**src/sv/ks_pkg.sv**
```systemverilog
// ----------------------------------------------------------------------------
// ks_pkg
// Shared types and constants for the key sorter.
// ----------------------------------------------------------------------------
package ks_pkg;

  localparam int unsigned KEY_W = 32;

  typedef enum logic [1:0] {
    CELL_HOLD,
    CELL_INSERT,
    CELL_SHIFT
  } cell_cmd_t;

  typedef enum logic {
    ST_LOAD,
    ST_DRAIN
  } ks_state_t;

endpackage

```
**src/sv/ks_if.sv**
```systemverilog
// ----------------------------------------------------------------------------
// ks_in_if / ks_out_if
// Valid/ready channels for incoming keys and sorted results.
// ----------------------------------------------------------------------------
interface ks_in_if;
  import ks_pkg::*;
  logic             valid;
  logic             ready;
  logic [KEY_W-1:0] key;
  logic             last;

  modport source (output valid, output key, output last, input ready);
  modport sink   (input valid, input key, input last, output ready);
endinterface

interface ks_out_if;
  import ks_pkg::*;
  logic             valid;
  logic             ready;
  logic [KEY_W-1:0] sorted_key;
  logic             final_res;

  modport source (output valid, output sorted_key, output final_res, input ready);
  modport sink   (input valid, input sorted_key, input final_res, output ready);
endinterface

```
**src/sv/ks_cell.sv**
```systemverilog
// ----------------------------------------------------------------------------
// ks_cell
// One slot of the insertion chain: holds a key, compares it against the
// incoming key, and takes its left or right neighbor's key as commanded.
// ----------------------------------------------------------------------------
module ks_cell #(
  parameter int unsigned KW = 32
) (
  input  logic              clk,
  input  logic              rst,
  input  ks_pkg::cell_cmd_t cmd,
  input  logic [KW-1:0]     new_key,
  input  logic              left_gt,
  input  logic              left_vld,
  input  logic [KW-1:0]     left_key,
  input  logic              right_vld,
  input  logic [KW-1:0]     right_key,
  output logic              gt,
  output logic              vld,
  output logic [KW-1:0]     key
);
  import ks_pkg::*;

  // An empty slot sorts above every key.
  assign gt = !vld || (key > new_key);

  always_ff @(posedge clk) begin
    if (rst) begin
      vld <= 1'b0;
    end else begin
      case (cmd)
        CELL_INSERT: begin
          if (gt) begin
            vld <= left_gt ? left_vld : 1'b1;
          end
        end
        CELL_SHIFT: vld <= right_vld;
        default:    vld <= vld;
      endcase
    end
  end

  always_ff @(posedge clk) begin
    case (cmd)
      CELL_INSERT: begin
        if (gt) begin
          key <= left_gt ? left_key : new_key;
        end
      end
      CELL_SHIFT: key <= right_key;
      default:    key <= key;
    endcase
  end

endmodule

```
**src/sv/key_sorter.sv**
```systemverilog
// ----------------------------------------------------------------------------
// key_sorter
// Insertion-chain sorter: loads a set of keys, returns them in ascending order.
// ----------------------------------------------------------------------------
// Usage:
//   keys   : one key per transfer; last marks the end of the set. A set also
//            ends on the transfer that fills all DEPTH slots.
//   sorted : the set's keys in ascending unsigned order, one per transfer,
//            final_res on the largest.
// Timing:
//   Loading takes one key per cycle; each key drops straight into its sorted
//   place in the cell chain, so no sort pass follows the load.
//   The ending transfer puts the control in its drain state; each shift then
//   loads the head key into the output register and moves the chain one key
//   toward it, one key per cycle unless stalled; n keys take n loads, n shifts.
//   keys.ready is low while a set drains; it rises as the final result enters
//   the output register, so a new set can load while that result waits.
// Reset: empties the chain and the output register; no clearing pass.
// Stall: when sorted.ready is low while a result waits, the output register
//   holds and the chain stops shifting; nothing is lost.
// ----------------------------------------------------------------------------
module key_sorter #(
  parameter int unsigned DEPTH    = 32,
  parameter int unsigned KEY_BITS = 32
) (
  input  logic      clk,
  input  logic      rst,
  ks_in_if.sink     keys,
  ks_out_if.source  sorted
);
  import ks_pkg::*;

  localparam int unsigned KW = (KEY_BITS < KEY_W) ? KEY_BITS : KEY_W;
  localparam int unsigned CW = $clog2(DEPTH + 1);

  ks_state_t          state, state_next;
  logic [CW-1:0]      cnt;
  cell_cmd_t          cmd;
  logic               load_xfer;
  logic               shift;
  logic [KW-1:0]      new_key;

  logic [DEPTH-1:0]   cvld;
  logic [DEPTH-1:0]   cgt;
  logic [KW-1:0]      ckey [DEPTH];

  logic               ovalid;
  logic [KEY_W-1:0]   okey;
  logic               ofinal;

  assign new_key     = keys.key[KW-1:0];
  assign keys.ready  = (state == ST_LOAD);
  assign load_xfer   = keys.valid && keys.ready;
  assign shift       = (state == ST_DRAIN) && (!ovalid || sorted.ready);

  always_comb begin
    state_next = state;
    cmd        = CELL_HOLD;
    case (state)
      ST_LOAD: begin
        if (load_xfer) begin
          cmd = CELL_INSERT;
          if (keys.last || (cnt + 1'b1 == CW'(DEPTH))) begin
            state_next = ST_DRAIN;
          end
        end
      end
      ST_DRAIN: begin
        if (shift) begin
          cmd = CELL_SHIFT;
          if (cnt == CW'(1)) begin
            state_next = ST_LOAD;
          end
        end
      end
      default: state_next = ST_LOAD;
    endcase
  end

  always_ff @(posedge clk) begin
    if (rst) begin
      state <= ST_LOAD;
      cnt   <= '0;
    end else begin
      state <= state_next;
      if (load_xfer) begin
        cnt <= cnt + 1'b1;
      end else if (shift) begin
        cnt <= cnt - 1'b1;
      end
    end
  end

  for (genvar i = 0; i < DEPTH; i++) begin : g_cell
    logic          l_gt, l_vld, r_vld;
    logic [KW-1:0] l_key, r_key;

    if (i == 0) begin : g_head
      assign l_gt  = 1'b0;
      assign l_vld = 1'b0;
      assign l_key = '0;
    end else begin : g_body
      assign l_gt  = cgt[i-1];
      assign l_vld = cvld[i-1];
      assign l_key = ckey[i-1];
    end

    if (i == DEPTH - 1) begin : g_tail
      assign r_vld = 1'b0;
      assign r_key = '0;
    end else begin : g_mid
      assign r_vld = cvld[i+1];
      assign r_key = ckey[i+1];
    end

    ks_cell #(.KW(KW)) u_cell (
      .clk       (clk),
      .rst       (rst),
      .cmd       (cmd),
      .new_key   (new_key),
      .left_gt   (l_gt),
      .left_vld  (l_vld),
      .left_key  (l_key),
      .right_vld (r_vld),
      .right_key (r_key),
      .gt        (cgt[i]),
      .vld       (cvld[i]),
      .key       (ckey[i])
    );
  end

  // Output register: takes the head of the chain on every shift.
  always_ff @(posedge clk) begin
    if (rst) begin
      ovalid <= 1'b0;
    end else if (shift) begin
      ovalid <= 1'b1;
    end else if (sorted.ready) begin
      ovalid <= 1'b0;
    end
  end

  always_ff @(posedge clk) begin
    if (shift) begin
      okey   <= KEY_W'(ckey[0]);
      ofinal <= (cnt == CW'(1));
    end
  end

  assign sorted.valid      = ovalid;
  assign sorted.sorted_key = okey;
  assign sorted.final_res  = ofinal;

`ifndef SYNTHESIS
  a_count_matches: assert property (@(posedge clk) disable iff (rst)
    $countones(cvld) == int'(cnt))
    else $error("key count out of step with occupied cells");

  a_drain_nonempty: assert property (@(posedge clk) disable iff (rst)
    (state == ST_DRAIN) |-> (cnt != '0) && cvld[0])
    else $error("draining with an empty chain");

  a_chain_empty_after_final: assert property (@(posedge clk) disable iff (rst)
    (shift && cnt == CW'(1)) |=> (cvld == '0) && sorted.final_res)
    else $error("chain not empty after final key left");

  a_no_load_while_drain: assert property (@(posedge clk) disable iff (rst)
    (state == ST_DRAIN) |=> !$past(load_xfer))
    else $error("key taken while draining");
`endif

endmodule

```
**src/flat_wrapper.sv**
```systemverilog
// flat-port wrapper written by rule: the top's interface ports become plain ports
module key_sorter_flat import ks_pkg::*;
#(
  parameter int unsigned DEPTH    = 32,
  parameter int unsigned KEY_BITS = 32
)
  (clk, rst, keys_valid, keys_key, keys_last, keys_ready, sorted_valid, sorted_sorted_key, sorted_final_res, sorted_ready);
  ks_in_if keys_i ();
  ks_out_if sorted_i ();
  input  logic clk;
  input  logic rst;
  input wire logic [$bits(keys_i.valid)-1:0] keys_valid;
  input wire logic [$bits(keys_i.key)-1:0] keys_key;
  input wire logic [$bits(keys_i.last)-1:0] keys_last;
  output wire logic [$bits(keys_i.ready)-1:0] keys_ready;
  output wire logic [$bits(sorted_i.valid)-1:0] sorted_valid;
  output wire logic [$bits(sorted_i.sorted_key)-1:0] sorted_sorted_key;
  output wire logic [$bits(sorted_i.final_res)-1:0] sorted_final_res;
  input wire logic [$bits(sorted_i.ready)-1:0] sorted_ready;
  assign keys_i.valid = keys_valid;
  assign keys_i.key = keys_key;
  assign keys_i.last = keys_last;
  assign keys_ready = keys_i.ready;
  assign sorted_valid = sorted_i.valid;
  assign sorted_sorted_key = sorted_i.sorted_key;
  assign sorted_final_res = sorted_i.final_res;
  assign sorted_i.ready = sorted_ready;
  key_sorter #(.DEPTH(DEPTH), .KEY_BITS(KEY_BITS)) u_core (.clk(clk), .rst(rst), .keys(keys_i), .sorted(sorted_i));
endmodule
```
**config.mk**
```make
export PLATFORM = sky130hd
export DESIGN_NAME = key_sorter_flat
export DESIGN_NICKNAME = d
export VERILOG_FILES = /design/src/sv/ks_pkg.sv /design/src/sv/ks_if.sv /design/src/sv/ks_cell.sv /design/src/sv/key_sorter.sv /design/src/flat_wrapper.sv
export SDC_FILE = /design/constraint.sdc
export NUM_CORES = 2
export LEC_CHECK = 0
export BUFFER_PORTS_ARGS = -buffer_cell sky130_fd_sc_hd__buf_4
export CAP_MARGIN = 10
export CORE_MARGIN = 4
export CORE_UTILIZATION = 50
export DETAILED_ROUTE_END_ITERATION = 7
export GPL_TIMING_DRIVEN = 1
export PLACE_DENSITY = 0.7
export SLEW_MARGIN = 25
export SYNTH_ARGS = -nofsm -noshare
export SYNTH_HDL_FRONTEND = slang
export SYNTH_HIERARCHICAL = 1
export SYNTH_SLANG_ARGS = --single-unit
```
**constraint.sdc**
```tcl
create_clock -name clk -period 5 [get_ports clk]
set_input_delay 0.25 -clock clk [delete_from_list [all_inputs] [get_ports clk]]
set_output_delay 0.25 -clock clk [all_outputs]
set_load 0.01 [all_outputs]
```
==> Yosys cells after proc, flatten, opt, wreduce, memory -nomap -nowiden <==
Index checks and enable logic that the tools add are counted.
Widths: inputs -> output; s select.
{ "classes": {"mux": 202, "magnitude_cmp": 32, "n_eq_ne": 36, "bitwise": 1, "reduce_logical": 104, "n_addsub": 2} }
{ "op_table": {"columns": ["operator", "n"], "rows": [
  ["$pmux 32 s2", 32],
  ["$mux 32", 63],
  ["$gt 32x32->1", 32],
  ["$mux 1", 70],
  ["$pmux 1 s2", 33],
  ["$ne 2x2->1 const B", 32],
  ["$reduce_and 2->1", 32],
  ["$logic_or 1x1->1", 34],
  ["$logic_not 1->1", 33],
  ["$mux 6", 2],
  ["$add 6x1->6 const B", 1],
  ["$eq 6x1->1 const B", 1],
  ["$eq 6x6->1 const B", 1],
  ["$reduce_bool 2->1", 3],
  ["$sub 6x1->6 const B", 1],
  ["$pmux 2 s2", 1],
  ["$eq 2x1->1 const B", 1],
  ["$eq 2x2->1 const B", 1],
  ["$logic_and 1x1->1", 2],
  ["$mux 2", 1],
  ["$not 1->1", 1]
]} }
{ "word_totals": {"out_inout_bits": 35, "in_bits": 37, "ff_bits": 1097} }

==> Depth between registers and ports, before layout <==
{ "logic_depth": {"word_depth": 8, "ltp_mapped": 12} }

==> Modules after synthesis <==
Netlist, hierarchy kept.
{ "modules_own_cells": {"columns": ["module", "seq_area_each_um2", "instances", "cells_per_inst", "area_per_inst_um2"], "rows": [
  ["ks_cell at u_core.g_cell[0].u_cell ...", 980.9, 31, 262, 2523.7],
  ["ks_cell at u_core.g_cell[23].u_cell", 980.9, 1, 263, 2509.9],
  ["key_sorter", 1151.1, 1, 99, 1577.8]
]} }

==> Worst setup path before layout <==
No wires, ideal clock.
{ "synth_timing": {"path_type": "register to register", "start": "reg u_core.g_cell[10].u_cell.key[31]", "end": "reg u_core.g_cell[10].u_cell.key[0], enable pin", "path_stages_with_launch": 7, "path_slack_ps": 1470, "n_path_buf": 0, "synth_period_minus_slack_ps": 3530, "arrival_time_ps": 3105, "path_cell_list": "edfxtp_1 ha_1 and4_1 nand4_1 o41ai_1 a22oi_2 o21ai_1"} }
{ "synth_between": {"elab_chain_cells": 4} }
{ "synth_lines": {"columns": ["element", "line", "rtl"], "rows": [
  ["from (decl)", "ks_cell.sv:20", "output logic [KW-1:0] key"],
  ["from (signal assigned)", "ks_cell.sv:47", "key <= left_gt ? left_key : new_key;"],
  ["from (signal assigned)", "ks_cell.sv:50", "CELL_SHIFT: key <= right_key;"],
  ["from (signal assigned)", "ks_cell.sv:51", "default: key <= key;"],
  ["$gt 32x32->1", "ks_cell.sv:25", "assign gt = !vld || (key > new_key);"],
  ["$logic_or 1x1->1", "ks_cell.sv:25", null],
  ["$ne 2x2->1 (no line)", null, null],
  ["$reduce_and 2->1 (no line)", null, null]
]} }
No other way between the ends.
A chain may end at the register's enable or synchronous reset.

==> Worst setup path after layout <==
{ "layout_timing": {"start": "reg u_core.g_cell[19].u_cell.key[31]", "end": "reg u_core.g_cell[20].u_cell.vld"} }
{ "layout_between": {"elab_chain_cells": 5} }
{ "layout_lines": {"columns": ["element", "line", "rtl"], "rows": [
  ["from (decl)", "ks_cell.sv:20", null],
  ["from (signal assigned)", "ks_cell.sv:47", null],
  ["from (signal assigned)", "ks_cell.sv:50", null],
  ["from (signal assigned)", "ks_cell.sv:51", null],
  ["$gt 32x32->1", "ks_cell.sv:25", null],
  ["$logic_or 1x1->1", "ks_cell.sv:25", null],
  ["net u_core.cgt[19]", "key_sorter.sv:44", "logic [DEPTH-1:0] cgt;"],
  ["$mux 1", "ks_cell.sv:34", "vld <= left_gt ? left_vld : 1'b1;"],
  ["$mux 1", "ks_cell.sv:33", "if (gt) begin"],
  ["$pmux 1 s2", "ks_cell.sv:31", "case (cmd)"],
  ["to (signal assigned)", "ks_cell.sv:34", null],
  ["to (signal assigned)", "ks_cell.sv:37", "CELL_SHIFT: vld <= right_vld;"],
  ["to (signal assigned)", "ks_cell.sv:38", "default: vld <= vld;"],
  ["to (decl)", "ks_cell.sv:19", "output logic vld,"]
]} }
The timed path passes the listed nets, and every way through them passes these cells. The select of a mux whose other input is x is not followed.

==> reports/metrics.yaml <==
outcome:
  status: "finished, final reports clean"
route:
  drcViolationCount: 0
  ant_nets: 0
  routedWlPerCell_microns: 22.7
  viasPerCell: 6.11
  drt_wl_total_mm: 249
  vias: 67000
  first_iter_violations: 7679
  drt-pass1-iter-count: 7
synth:
  syn_inst: 8483
  syn_area_sq_mm: 0.0823
  synth.yosys.warnings: 6
  synth_area_per_cell_sq_um: 9.70
clocking:
  cts-root-buf: "clkbuf_16"
  clock-sinks: 1097
  clock_latency_ps: 780
  clk_pin_slew_ps: 60
  htreeDepth: 4
  cts_tree: "built"
  hold_buffers: 6
  cts_resized: 0
  cts.path.max_buffers: 3
  postCtsSetupRepairBufs: 0
  cts_made_buffers: 133
setup_path:
  r2r-end: "u_core/g_cell[20].u_cell/vld"
  path_cells: "ha_1, and4_1, nand4_1, o41ai_1, a22oi_2, inv_1, buf_4, or3b_2, o221ai_1, o2bb2ai_1"
  required_ps: 5620
  cp-start-kind: "flip-flop"
  rr_startpoint: "u_core/g_cell[19].u_cell/key[31]"
  cpPeakStageDelay_ps: 620
  startpoint: "u_core/g_cell[19].u_cell/key[31]"
  critPathSlowestCell: "inv_1"
  ff2ff_path_depth: 10
  crit_fanout: 17
  worstPathArrival_ps: 4440
  worstSetupPathType: "reg -> reg"
  reg2reg_slack_ps: 1180
  cp-end-kind: "flip-flop"
placement:
  dp_hpwl_mm: 184
  routabilityCongestion: 0.927
  post-place-cells: 10700
  io_buffers: 71
global_routing:
  track_usage_pct: 28.2
  grt_overflow_total: 0
  grt_start_max_net_pins: 66
  antenna_found_initial: 3
  first_global_vias: 65000
  grt_pass1_wl_mm: 378
worst_hold_path:
  hold_end: "u_core/g_cell[31].u_cell/key[23]"
  hp-class: "in -> reg"
  min_path_cells: 3
  min_from: "keys_key[23]"
floorplanning:
  rows: 148
  io_pins: 72
  start_util_pct: 50.5
  dieArea_sq_mm: 0.171
  die_x_microns: 414
  core_sq_mm: 0.163
  dieHeight_microns: 414
timing:
  setup_viol: 0
  worst_pin_slew_ps: 1020
  finalCritPeriodShare_pct: 76.4
  rsz0062_at_grt: "no"
  hold_viol_final: 0
  clock_skew_ps: 29.3
  slew_violations: 0
  period_minus_slack_ps: 3820
  max_slew_margin_pct: 32.0
  fmax_mhz: 262
  tns_ps: 0
  hold_ws_ps: 126
final_layout:
  syn_to_final_growth_pct: 11.2
  layout.cells.non_filler: 11000
  nFillCells: 13900
  drive_above_1_share_pct: 9.01
  fin_nets: 9743
power:
  power_density_mw_per_mm2: 492
  ir_drop_v: 0.000398
  leakage_uw: 0.0426
run:
  cap_violations: 0
[layout by cell type, fill, tap and decap left out, types with 40 or more instances in the layout]
cell / instances
dfxtp_1: 40
o21ai_0: 1058
clkbuf_16: 138
conb_1: 67
inv_1: 1121
nand3_1: 129
ha_1: 1027
a21o_1: 96
nand2_1: 1250
nand4_1: 225
a21oi_1: 293
nor2_1: 41
nand2b_1: 64
nor2b_4: 64
mux2i_1: 1024
buf_4: 308
edfxtp_1: 1057
[final cells by class]
cell class,count,area [sq um],area share (%)
Clock inverter,80,672,0.734
Clock buffer,159,3530,3.86
Sequential cell,1097,32500,35.5
Multi-Input combinational cell,5974,44700,48.8
Timing Repair Buffer,350,3170,3.46
Antenna cell,4,10.0,0.0109
Tap cell,2175,2720,2.97
Inverter,1123,4220,4.61
[where the power goes]
part / switching [uW] / internal, uW / total (uW)
clock network: 4030 / 5550 / 9580
registers: 3350 / 14600 / 17900
logic: 9930 / 7600 / 17500
total: 17300 / 27700 / 45000
[flip-flops by register name, summed over array words and instances (netlist names)]
| name | cells |
|---|---|
| u_core/cnt | 6 |
| u_core/g_cell.u_cell/key | 1024 |
| u_core/g_cell.u_cell/vld | 32 |
| u_core/sorted.final_res | 1 |
| u_core/sorted.sorted_key | 32 |
| u_core/sorted.valid | 1 |
| u_core/state | 1 |
[stage by stage]
| stage | area (sq um) | setup slack [ps] | power (uW) | util [%] |
|---|---|---|---|---|
| detailed placement | 87200 | 839 | 35100 | 53.5 |
| CTS | 91500 | 1150 | 44700 | 56.1 |
| global placement | 86800 | 949 | 34200 | 53.2 |
| global route | 91600 | 1040 | 47500 | 56.1 |
| finish | 91600 | 1180 | 45000 | 56.1 |
| floorplan | 82600 | 1470 | 29300 | - |
[critical path: cells and delay by family (launching register included)]
kind            cells  cell delay (ps)
compound gates      4              800
fa+ha+maj           1              370
buf+inv             2             1040
flops               1              500
simple gates        3              960
[routing by layer]
layer / vias to the layer above / GRT usage (%) / routed length, microns
li1: 31100 / - / -
met1: 32300 / 39.5 / 108000
met2: 3108 / 43.3 / 109000
met3: 515 / 5.03 / 22000
met4: 4 / 11.0 / 9960
met5: - / 0 / 34
[worst max-delay path by stage]
stage	to	slack (ps)	depth (start not counted)
2_1_floorplan	u_core/g_cell[10].u_cell/key[0]	1470	6
5_1_grt	u_core/g_cell[20].u_cell/vld	1040	10
4_1_cts	u_core/g_cell[20].u_cell/vld	1150	10
3_3_place_gp	u_core/g_cell[20].u_cell/vld	950	12
3_5_place_dp	u_core/g_cell[18].u_cell/key[24]	840	12
6_report	u_core/g_cell[20].u_cell/vld	1180	10
No activity file was read; power rests on OpenSTA's default activity.
